<file path="src/sv/san_pkg.sv">
// Package for the symmetric adjacency normalizer.
// Holds payload structs, controller/datapath command and status types, constants.
// No dependencies.
package san_pkg;

    localparam int MAX_NODES_DEF = 1024;
    localparam logic [10:0] NODE_COUNT_RST = 11'd1024;
    localparam int ROOT_W = 23;
    localparam int DIV_LAST_STEP = 44;
    localparam int SQRT_LAST_STEP = 22;

    localparam logic [1:0] ADDR_ROW = 2'd0;
    localparam logic [1:0] ADDR_COL = 2'd1;
    localparam logic [1:0] ADDR_CNT = 2'd2;

    localparam logic [1:0] WR_ZERO = 2'd0;
    localparam logic [1:0] WR_ACC  = 2'd1;
    localparam logic [1:0] WR_ROOT = 2'd2;

    localparam logic CMD_ACCUM = 1'b0;
    localparam logic CMD_EMIT  = 1'b1;

    typedef struct packed {
        logic        command;
        logic [9:0]  row_node;
        logic [9:0]  col_node;
        logic [15:0] edge_weight;
        logic        last_edge;
    } in_item_t;

    typedef struct packed {
        logic [9:0]  out_row;
        logic [9:0]  out_col;
        logic [15:0] norm_weight;
        logic        saturated;
        logic        out_last;
    } out_item_t;

    typedef struct packed {
        logic       item_load;
        logic [1:0] addr_sel;
        logic       mem_we;
        logic [1:0] wr_sel;
        logic       cnt_clr;
        logic       cnt_inc;
        logic       swept_set;
        logic       swept_clr;
        logic       div_init;
        logic       div_step;
        logic       sqrt_init;
        logic       sqrt_step;
        logic       cap_row;
        logic       cap_col;
        logic       mul_a;
        logic       mul_lo;
        logic       mul_hi;
        logic       out_load;
    } cmd_t;

    typedef struct packed {
        logic command;
        logic last_edge;
        logic row_ok;
        logic cnt_last;
        logic cnt_at_end;
        logic step_last;
        logic deg_zero;
        logic out_full;
    } sts_t;

endpackage

</file>
<file path="src/sv/san_ctrl.sv">
// Controller state machine: sequences accumulate, conversion sweep, emit and clear.
// Depends on san_pkg.
module san_ctrl (
    input  logic          clk,
    input  logic          rst_n,
    input  logic          in_valid,
    output logic          in_stall,
    input  san_pkg::sts_t sts,
    output san_pkg::cmd_t cmd
);
    localparam logic [4:0] S_CLR    = 5'd0;
    localparam logic [4:0] S_IDLE   = 5'd1;
    localparam logic [4:0] S_DISP   = 5'd2;
    localparam logic [4:0] S_ACC_WR = 5'd3;
    localparam logic [4:0] S_CV_CHK = 5'd4;
    localparam logic [4:0] S_CV_RD  = 5'd5;
    localparam logic [4:0] S_DIV    = 5'd6;
    localparam logic [4:0] S_SQI    = 5'd7;
    localparam logic [4:0] S_SQRT   = 5'd8;
    localparam logic [4:0] S_CV_WR  = 5'd9;
    localparam logic [4:0] S_EM_ROW = 5'd10;
    localparam logic [4:0] S_EM_COL = 5'd11;
    localparam logic [4:0] S_MUL_A  = 5'd12;
    localparam logic [4:0] S_MUL_LO = 5'd13;
    localparam logic [4:0] S_MUL_HI = 5'd14;
    localparam logic [4:0] S_OUT    = 5'd15;

    logic [4:0] state_reg, state_next;
    logic conv_reg, conv_next;

    assign in_stall = (state_reg != S_IDLE);

    always_comb
    begin
        state_next = state_reg;
        conv_next  = conv_reg;
        cmd        = '0;
        cmd.addr_sel = san_pkg::ADDR_CNT;
        cmd.wr_sel   = san_pkg::WR_ZERO;
        unique case (state_reg)
            S_CLR:
            begin
                cmd.mem_we  = 1'b1;
                cmd.cnt_inc = 1'b1;
                if (sts.cnt_last)
                begin
                    state_next = S_IDLE;
                end
            end
            S_IDLE:
            begin
                if (in_valid)
                begin
                    cmd.item_load = 1'b1;
                    state_next    = S_DISP;
                end
            end
            S_DISP:
            begin
                cmd.addr_sel = san_pkg::ADDR_ROW;
                if (sts.command == san_pkg::CMD_ACCUM)
                begin
                    state_next = conv_reg ? S_IDLE : S_ACC_WR;
                end
                else
                begin
                    state_next = conv_reg ? S_EM_ROW : S_IDLE;
                end
            end
            S_ACC_WR:
            begin
                cmd.addr_sel = san_pkg::ADDR_ROW;
                cmd.wr_sel   = san_pkg::WR_ACC;
                cmd.mem_we   = sts.row_ok;
                if (sts.last_edge)
                begin
                    cmd.cnt_clr = 1'b1;
                    state_next  = S_CV_CHK;
                end
                else
                begin
                    state_next = S_IDLE;
                end
            end
            S_CV_CHK:
            begin
                if (sts.cnt_at_end)
                begin
                    cmd.swept_set = 1'b1;
                    conv_next     = 1'b1;
                    state_next    = S_IDLE;
                end
                else
                begin
                    state_next = S_CV_RD;
                end
            end
            S_CV_RD:
            begin
                if (sts.deg_zero)
                begin
                    cmd.cnt_inc = 1'b1;
                    state_next  = S_CV_CHK;
                end
                else
                begin
                    cmd.div_init = 1'b1;
                    state_next   = S_DIV;
                end
            end
            S_DIV:
            begin
                cmd.div_step = 1'b1;
                if (sts.step_last)
                begin
                    state_next = S_SQI;
                end
            end
            S_SQI:
            begin
                cmd.sqrt_init = 1'b1;
                state_next    = S_SQRT;
            end
            S_SQRT:
            begin
                cmd.sqrt_step = 1'b1;
                if (sts.step_last)
                begin
                    state_next = S_CV_WR;
                end
            end
            S_CV_WR:
            begin
                cmd.wr_sel  = san_pkg::WR_ROOT;
                cmd.mem_we  = 1'b1;
                cmd.cnt_inc = 1'b1;
                state_next  = S_CV_CHK;
            end
            S_EM_ROW:
            begin
                cmd.cap_row  = 1'b1;
                cmd.addr_sel = san_pkg::ADDR_COL;
                state_next   = S_EM_COL;
            end
            S_EM_COL:
            begin
                cmd.addr_sel = san_pkg::ADDR_COL;
                cmd.cap_col  = 1'b1;
                state_next   = S_MUL_A;
            end
            S_MUL_A:
            begin
                cmd.mul_a  = 1'b1;
                state_next = S_MUL_LO;
            end
            S_MUL_LO:
            begin
                cmd.mul_lo = 1'b1;
                state_next = S_MUL_HI;
            end
            S_MUL_HI:
            begin
                cmd.mul_hi = 1'b1;
                state_next = S_OUT;
            end
            S_OUT:
            begin
                if (!sts.out_full)
                begin
                    cmd.out_load = 1'b1;
                    if (sts.last_edge)
                    begin
                        cmd.cnt_clr   = 1'b1;
                        cmd.swept_clr = 1'b1;
                        conv_next     = 1'b0;
                        state_next    = S_CLR;
                    end
                    else
                    begin
                        state_next = S_IDLE;
                    end
                end
            end
            default:
            begin
                state_next = S_IDLE;
            end
        endcase
    end

    always_ff @(posedge clk or negedge rst_n)
    begin
        if (!rst_n)
        begin
            state_reg <= S_CLR;
            conv_reg  <= 1'b0;
        end
        else
        begin
            state_reg <= state_next;
            conv_reg  <= conv_next;
        end
    end

`ifndef SYNTHESIS
    a_no_overwrite: assert property (@(posedge clk) disable iff (!rst_n)
        cmd.out_load |-> !sts.out_full)
        else $error("result loaded over a pending transfer");
    a_acc_unconverted: assert property (@(posedge clk) disable iff (!rst_n)
        (cmd.mem_we && cmd.wr_sel == san_pkg::WR_ACC) |-> !conv_reg)
        else $error("degree update after conversion");
    a_conv_source: assert property (@(posedge clk) disable iff (!rst_n)
        $rose(conv_reg) |-> $past(state_reg == S_CV_CHK))
        else $error("converted flag set outside sweep end");
    a_clear_after_last: assert property (@(posedge clk) disable iff (!rst_n)
        $fell(conv_reg) |-> state_reg == S_CLR)
        else $error("store not cleared after final emit");
`endif

endmodule

</file>
<file path="config.mk">
export PLATFORM = sky130hd
export DESIGN_NAME = san_ctrl
export DESIGN_NICKNAME = d
export VERILOG_FILES = /design/src/sv/san_pkg.sv /design/src/sv/san_ctrl.sv
export SDC_FILE = /design/constraint.sdc
export NUM_CORES = 1
export LEC_CHECK = 0
export ABC_AREA = 1
export BUFFER_PORTS_ARGS = -buffer_cell sky130_fd_sc_hd__buf_4
export CAP_MARGIN = 40
export CORE_MARGIN = 1.5
export CORE_UTILIZATION = 39
export CTS_BUF_LIST = sky130_fd_sc_hd__clkbuf_8
export DETAILED_ROUTE_END_ITERATION = 7
export PLACE_DENSITY = 0.73
export SLEW_MARGIN = 20
export SYNTH_ARGS = -nofsm -noshare
export SYNTH_HDL_FRONTEND = slang
export SYNTH_SLANG_ARGS = --single-unit
</file>
<file path="constraint.sdc">
create_clock -name clk -period 1.09 [get_ports clk]
set_input_delay 0.1635 -clock clk [delete_from_list [all_inputs] [get_ports clk]]
set_output_delay 0.1635 -clock clk [all_outputs]
set_load 0.02 [all_outputs]
</file>
==> results.py, run 1 <==
metrics = {
    "run_status": {
        "haltStage": "global routing (5_1_grt)",
        "outcome": "did not finish",
        "firstError": "[ERROR DPL-0038] Utilization greater than 100%, impossible to legalize",
    },
    "die": {
        "rows": 14,
        "ios": 32,
        "die-width_um": 42.7,
        "fp.dieH_um": 42.7,
        "start_util": 0.412,
    },
    "synth": {
        "netlist_top_cells_area": "nand2_1, dfrtp_1, inv_1",
        "syn_inst": 119,
        "synth_top_area_share": 0.269,
        "synth_nets": 132,
        "postSynthAreaPerCell_um2": 5.15,
        "yosysWarnings": 0,
        "synth_area_um2": 613,
        "synth-seq-cells": 5,
        "seq_area_frac_synth": 0.204,
        "synth.largest_area_cell": "nand2_1",
        "synth_cell_types": 14,
    },
    "placement": {
        "pre_cts_ws_ps": -243,
        "hpwl_um": 1730,
        "portBuffers": 31,
        "dp.cells": 178,
        "place.gp.congestion": 0.848,
    },
    "clock_network": {
        "cts_sinks": 5,
        "htreeDepth": 1,
        "cts_buffers": 3,
        "clk_path_buf_depth": 2,
        "root_buffer": "clkbuf_8",
    },
    "global_routing": {
        "grt_max_degree": 7,
    },
    "timing": {
        "crit_endpoint": "cmd[16]",
        "worst-ep-kind": "top-level output",
    },
}
[metrics by stage]
stage                     instance area [µm²]  hold WS, ps
after floorplan                           728         -132
after global placement                   1070        -30.5
after detailed placement                 1070        -27.5
after CTS                                1390          213
[cells by family after synthesis]
kind of cell / count (synthesis) / synth area share
compound gates: 5 / 0.0408
fa+ha+maj: 2 / 0.0408
buf+inv: 29 / 0.184
flops: 5 / 0.204
simple gates: 78 / 0.531
[cell usage after synthesis]
library cell  number
nand2_1           44
inv_1             28
nor2_1            18
nand3_1           10
dfrtp_1            5
o21ai_0            4
ha_1               2
nor2_2             2
a21oi_1            1
buf_4              1
nand3b_1           1
nand4_1            1
nor2_4             1
nor3_1             1
[what timing repair did]
item                                    CTS
endpoints found under the setup margin   26
endpoints found under the hold margin     5
pin swaps                                16
hold buffers                              1
resized for setup                        46
buffers inserted                         14
==> run 2, diff against run 1 <==
--- a/config.mk
+++ b/config.mk
@@ -8,11 +8,10 @@
 export ABC_AREA = 1
 export BUFFER_PORTS_ARGS = -buffer_cell sky130_fd_sc_hd__buf_4
 export CAP_MARGIN = 40
-export CORE_MARGIN = 1.5
-export CORE_UTILIZATION = 39
-export CTS_BUF_LIST = sky130_fd_sc_hd__clkbuf_8
+export CORE_AREA = 2 2 63 65
 export DETAILED_ROUTE_END_ITERATION = 7
-export PLACE_DENSITY = 0.73
+export DIE_AREA = 0 0 65 67
+export PLACE_DENSITY_LB_ADDON = 0.15
 export SLEW_MARGIN = 20
 export SYNTH_ARGS = -nofsm -noshare
 export SYNTH_HDL_FRONTEND = slang
==> constraint.sdc (replaced) <==
create_clock -name clk -period 1.4 [get_ports clk]
set_input_delay 0.21 -clock clk [delete_from_list [all_inputs] [get_ports clk]]
set_output_delay 0.21 -clock clk [all_outputs]
set_load 0.02 [all_outputs]
==> run 2 against run 1 <==
  * The flow now finishes, with violations (negative setup slack)
  * Synthesized cell count is the same
  * Area after synthesis unchanged
==> results.py, run 2 <==
metrics = {
    "clock_network": {
        "htreeDepth": 1,
        "cts.clk_slew.worst_paths_ps": 40,
        "root_buffer": "clkbuf_8",
        "insertion_delay_ps": 220,
        "cts_tree": "yes",
        "cts_sinks": 5,
        "clk_path_buf_depth": 2,
        "cts_buffers": 3,
    },
    "timing": {
        "finalMaxSlewViolations": 0,
        "grt_setup_unrepaired": "true",
        "hold_ws_ps": 272,
        "setup_viol": 18,
        "fin_skew_ps": 1.22,
        "hold_violations": 0,
        "worst_slack_ps": -138,
        "relSlewSlack": 0.846,
        "tightest_slew_ps": 230,
        "timing.final.crit_period_ps": 1540,
        "fin_crit_sh": 1.10,
        "fmax_mhz": 650,
    },
    "route": {
        "drtAntennaViolNets": 0,
        "routed_wl_um": 2340,
        "initialDrtViolationCount": 15,
        "vias": 879,
        "drc": 0,
        "dr.pass1.iters": 4,
        "drt-wirelength-per-cell_um": 10.6,
        "vias_per_cell": 3.96,
    },
    "layout": {
        "areaGrowthSynthToFinish_pct": 109,
        "layout_commonest_cell": "nand2_1",
        "final_core_util": 0.355,
        "antenna_cells": 0,
        "largest_reg_flops": 4,
        "final_cell_mix": "nand2_1, buf_4, inv_1",
        "nNetsFinal": 188,
        "final_area_um2": 1280,
        "drive_above_1_share": 0.517,
    },
    "critical_path": {
        "endpoint_kind": "output port",
        "crit_type": "reg -> out",
        "worstPathRequired_ps": 1190,
        "crit_fanout": 5,
        "crit_path_start_kind": "flop",
        "arrival_ps": 1330,
    },
    "die": {
        "ios": 32,
        "core_um2": 3610,
        "dieArea_um2": 4360,
        "die-width_um": 65,
        "rows": 22,
        "start_util": 0.170,
        "fp.dieH_um": 67,
    },
    "global_routing": {
        "grt_pass1_wl_um": 3840,
        "grt_pass1_vias": 815,
        "grt_use_total": 0.118,
        "grt_max_degree": 7,
        "antenna_found_initial": 0,
        "grt-ovfl-total": 0,
    },
    "synth": {
        "synth_edf_count": 0,
        "yosys.cell_count.top_type": "nand2_1",
        "synth_top_area_share": 0.269,
        "ys_top_cells_by_count": "nand2_1, inv_1, nor2_1",
        "synth_cell_types": 14,
        "synth-seq-cells": 5,
        "seq_area_frac_synth": 0.204,
        "synth_nets": 132,
        "yosysWarnings": 0,
        "syn_inst": 119,
        "synth.largest_area_cell": "nand2_1",
        "synth_ff_type": "dfrtp_1",
        "netlist_top_cells_area": "nand2_1, dfrtp_1, inv_1",
        "postSynthAreaPerCell_um2": 5.15,
        "async_flop_share": 1.00,
        "synth_area_um2": 613,
    },
    "run_status": {
        "violations": "negative setup slack",
        "outcome": "finished with violations",
    },
    "pwr": {
        "p_per_area_nw_per_um2": 2090,
        "p_leak_nw": 0.741,
        "ir_drop_mv": 0.726,
        "p_total_mw": 2.68,
    },
    "placement": {
        "placed_area_um2": 1020,
        "portBuffers": 31,
        "hpwl_um": 1950,
        "place.gp.congestion": 0.772,
        "pre_cts_ws_ps": -10.4,
    },
    "worst_hold_path": {
        "hp-class": "in -> reg",
    },
    "flow_run": {
        "drv_cap": 0,
    },
}
## run 2: cell counts after synthesis
Identical to the previous run, type by type.
## run 2: logic make-up (layout without fill, tap and decap cells)
| group | count (synthesis) | count (layout) | synth area share |
|---|---|---|---|
| buffers and inverters | 29 | 84 | 0.184 |
| flip-flops | 5 | 5 | 0.204 |
| adder cells (fa/ha/maj) | 2 | 2 | 0.0408 |
| AND/OR/NAND/NOR | 78 | 78 | 0.531 |
| AO/OA/AOI/OAI | 5 | 5 | 0.0408 |
## run 2: repair_timing
item | in CTS | in global routing
endpoints found under the hold margin | 5 | 0
setup buffers | 6 | 2
gates cloned | 0 | 0
pin swaps | 6 | 7
resized for setup | 30 | 22
hold buffers | 1 | 0
endpoints found under the setup margin | 21 | 24
## run 2: path summary, 6_finish.rpt
kind / to / cells past startpoint / slack, ps / start
min in group asynchronous: state_reg[1] / 2 / 340 / rst_n
setup reg to reg: state_reg[2] / 9 / -20 / state_reg[0]
max in group asynchronous: state_reg[0] / 2 / 940 / rst_n
hold / removal: state_reg[3] / 4 / 270 / sts[2]
setup / recovery: cmd[11] / 5 / -140 / state_reg[0]
hold reg to reg: conv_reg / 2 / 500 / conv_reg
## run 2: routing by layer
metal	wire, µm	part of all wire	track usage
met2	1110	0.47	0.198
met4	19	0.0081	0.0239
met3	124	0.053	0.0389
met1	1090	0.47	0.147
met5	0	0	0
## run 2: power breakdown
part / internal (mW) / switching (mW) / total (mW)
Combinational: 0.937 / 1.14 / 2.08
Sequential: 0.227 / 0.101 / 0.328
Clock: 0.196 / 0.0783 / 0.274
Total: 1.36 / 1.32 / 2.68
## run 2: through the flow
step / setup TNS (ps) / std cells
finish: -1260 / 222
global route: -3200 / 222
CTS: -1560 / 220
detailed placement: -10.4 / 209
global placement: -4.80 / 209
floorplan: -32.7 / 119
## run 2: critical path: stages, from the launching register on
cell,delay [ps]
dfrtp_2,440
buf_6,130
nor2_4,210
nand2_2,110
nor2_4,100
buf_6,120
## run 2: cell type report
type | count | area [µm²]
clock buffers | 4 | 45.0
fillers | 417 | 2320
inverters | 28 | 105
multi-input cells | 85 | 485
flip-flops and latches | 5 | 129
well taps | 48 | 60.1
repair buffers | 52 | 457
Power figures use the tool's default switching activity.
==> run 3, diff against run 2 <==
--- a/config.mk
+++ b/config.mk
@@ -7,7 +7,7 @@
 export LEC_CHECK = 0
 export ABC_AREA = 1
 export BUFFER_PORTS_ARGS = -buffer_cell sky130_fd_sc_hd__buf_4
-export CAP_MARGIN = 40
+export CAP_MARGIN = 30
 export CORE_AREA = 2 2 63 65
 export DETAILED_ROUTE_END_ITERATION = 7
 export DIE_AREA = 0 0 65 67
==> constraint.sdc (replaced) <==
create_clock -name clk -period 1.7 [get_ports clk]
set_input_delay 0.255 -clock clk [delete_from_list [all_inputs] [get_ports clk]]
set_output_delay 0.255 -clock clk [all_outputs]
set_load 0.02 [all_outputs]
==> run 3 against run 2 <==
  * The flow now finishes without violations
  * Clock skew is 0.74 ps lower
  * Cell count is 5.9% lower
  * Combinational power is 42% lower
  * Setup slack better by 210 ps
  * Core utilization is 7.1 points lower
  * Die area stayed put
  * Critical endpoint is now cmd[6]
  * Largest cell class unchanged
  * Highest routed layer is now met3
==> results.py, run 3 (synthesized netlist as in run 2, its figures left out) <==
metrics = {
    "clock_network": {
        "root_buffer": "clkbuf_8",
        "cts.clk_slew.worst_paths_ps": 30,
        "cts_buffers": 3,
        "cts_tree": "yes",
        "cts_sinks": 5,
        "clk_path_buf_depth": 2,
        "insertion_delay_ps": 220,
        "htreeDepth": 1,
    },
    "die": {
        "core_um2": 3610,
        "fp.dieH_um": 67,
        "dieArea_um2": 4360,
        "start_util": 0.170,
        "die-width_um": 65,
        "rows": 22,
        "ios": 32,
    },
    "critical_path": {
        "crit_fanout": 8,
        "crit_path_start_kind": "flop",
        "setup.worst_path.start": "state_reg[1]",
        "reg2reg_from": "state_reg[1]",
        "arrival_ps": 1370,
        "rrSetupSlack_ps": 240,
        "worstPathRequired_ps": 1440,
        "endpoint_kind": "output port",
        "crit_type": "reg -> out",
    },
    "timing": {
        "finalMaxSlewViolations": 0,
        "setup_viol": 0,
        "hold_ws_ps": 321,
        "tightest_slew_ps": 265,
        "fin_skew_ps": 0.488,
        "relSlewSlack": 0.822,
        "fin_crit_sh": 0.959,
        "timing.final.crit_period_ps": 1630,
        "setup_tns_ps": 0,
        "hold_violations": 0,
        "worst_slack_ps": 70.1,
        "grt_setup_unrepaired": "true",
        "fmax_mhz": 614,
    },
    "route": {
        "initialDrtViolationCount": 29,
        "vias_per_cell": 3.92,
        "drc": 0,
        "vias": 820,
        "dr.pass1.iters": 4,
        "routed_wl_um": 2070,
        "drtAntennaViolNets": 0,
        "drt-wirelength-per-cell_um": 9.88,
    },
    "layout": {
        "layout_commonest_cell": "nand2_1",
        "largest_reg_flops": 4,
        "antenna_cells": 0,
        "drive_above_1_share": 0.323,
        "nNetsFinal": 175,
        "areaGrowthSynthToFinish_pct": 67.3,
        "final_cell_mix": "nand2_1, buf_4, inv_1",
    },
    "global_routing": {
        "grt_pass1_vias": 792,
        "grt_pass1_wl_um": 3380,
        "grt_max_degree": 10,
        "grt_use_total": 0.102,
        "antenna_found_initial": 0,
        "grt-ovfl-total": 0,
    },
    "placement": {
        "portBuffers": 31,
        "pre_cts_ws_ps": 145,
        "hpwl_um": 1780,
        "place.gp.congestion": 0.872,
    },
    "pwr": {
        "p_per_area_nw_per_um2": 1670,
        "p_total_mw": 1.71,
        "ir_drop_mv": 0.512,
        "p_leak_nw": 0.657,
    },
    "worst_hold_path": {
        "hp-class": "in -> reg",
        "hp-start": "sts[2]",
    },
    "run_status": {
        "outcome": "finished clean",
    },
    "flow_run": {
        "drv_cap": 0,
    },
}
[run 3: cell count changes in the layout (fill, tap and decap cells not counted), sizes merged]
cell  before  now
buf       51   38
[run 3: worst paths after layout]
kind,cells past startpoint,end
worst max-delay path,5,cmd[6]
worst min-delay path,4,state_reg[3]
worst max register to register,10,state_reg[1]
worst min register to register,2,conv_reg
max in group asynchronous,2,state_reg[1]
min in group asynchronous,2,state_reg[0]
[run 3: final cells by class]
type | instances | area [µm²]
Clock buffer | 4 | 45.0
Fill cell | 431 | 2580
Inverter | 28 | 105
Multi-Input combinational cell | 85 | 390
Sequential cell | 5 | 130
Tap cell | 48 | 60.1
Timing Repair Buffer | 39 | 295
[run 3: report_power, final]
group,internal (mW),switching [mW]
logic,0.492,0.721
clock network,0.161,0.0551
registers,0.189,0.0939
[run 3: through the flow]
step	util	std cells	cell area (µm²)
after CTS	0.274	205	990
after detailed placement	0.255	200	921
final	0.285	209	1030
after global placement	0.255	200	921
after global routing	0.285	209	1030
after floorplan	-	119	613
[run 3: layer usage]
| layer | vias to the layer above | part of all wire | GRT usage |
|---|---|---|---|
| li1 | 434 | - | - |
| met1 | 367 | 0.48 | 0.127 |
| met2 | 19 | 0.46 | 0.159 |
| met3 | 0 | 0.062 | 0.0405 |
| met4 | 0 | 0 | 0.0319 |
| met5 | - | 0 | 0 |
[run 3: timing repair]
action,4_1_cts,5_1_grt
resized for setup,6,3
pin swaps,0,2
buffers inserted,0,4
setup endpoints to repair,3,6
hold buffers,1,0
endpoints found under the hold margin,5,0
gates cloned,0,0
[run 3: critical path, cell delays in order, from the launching register on]
cell	delay [ps]
dfrtp_2	450
buf_4	170
nor2_4	180
nand2_1	120
inv_1	100
buf_4	150
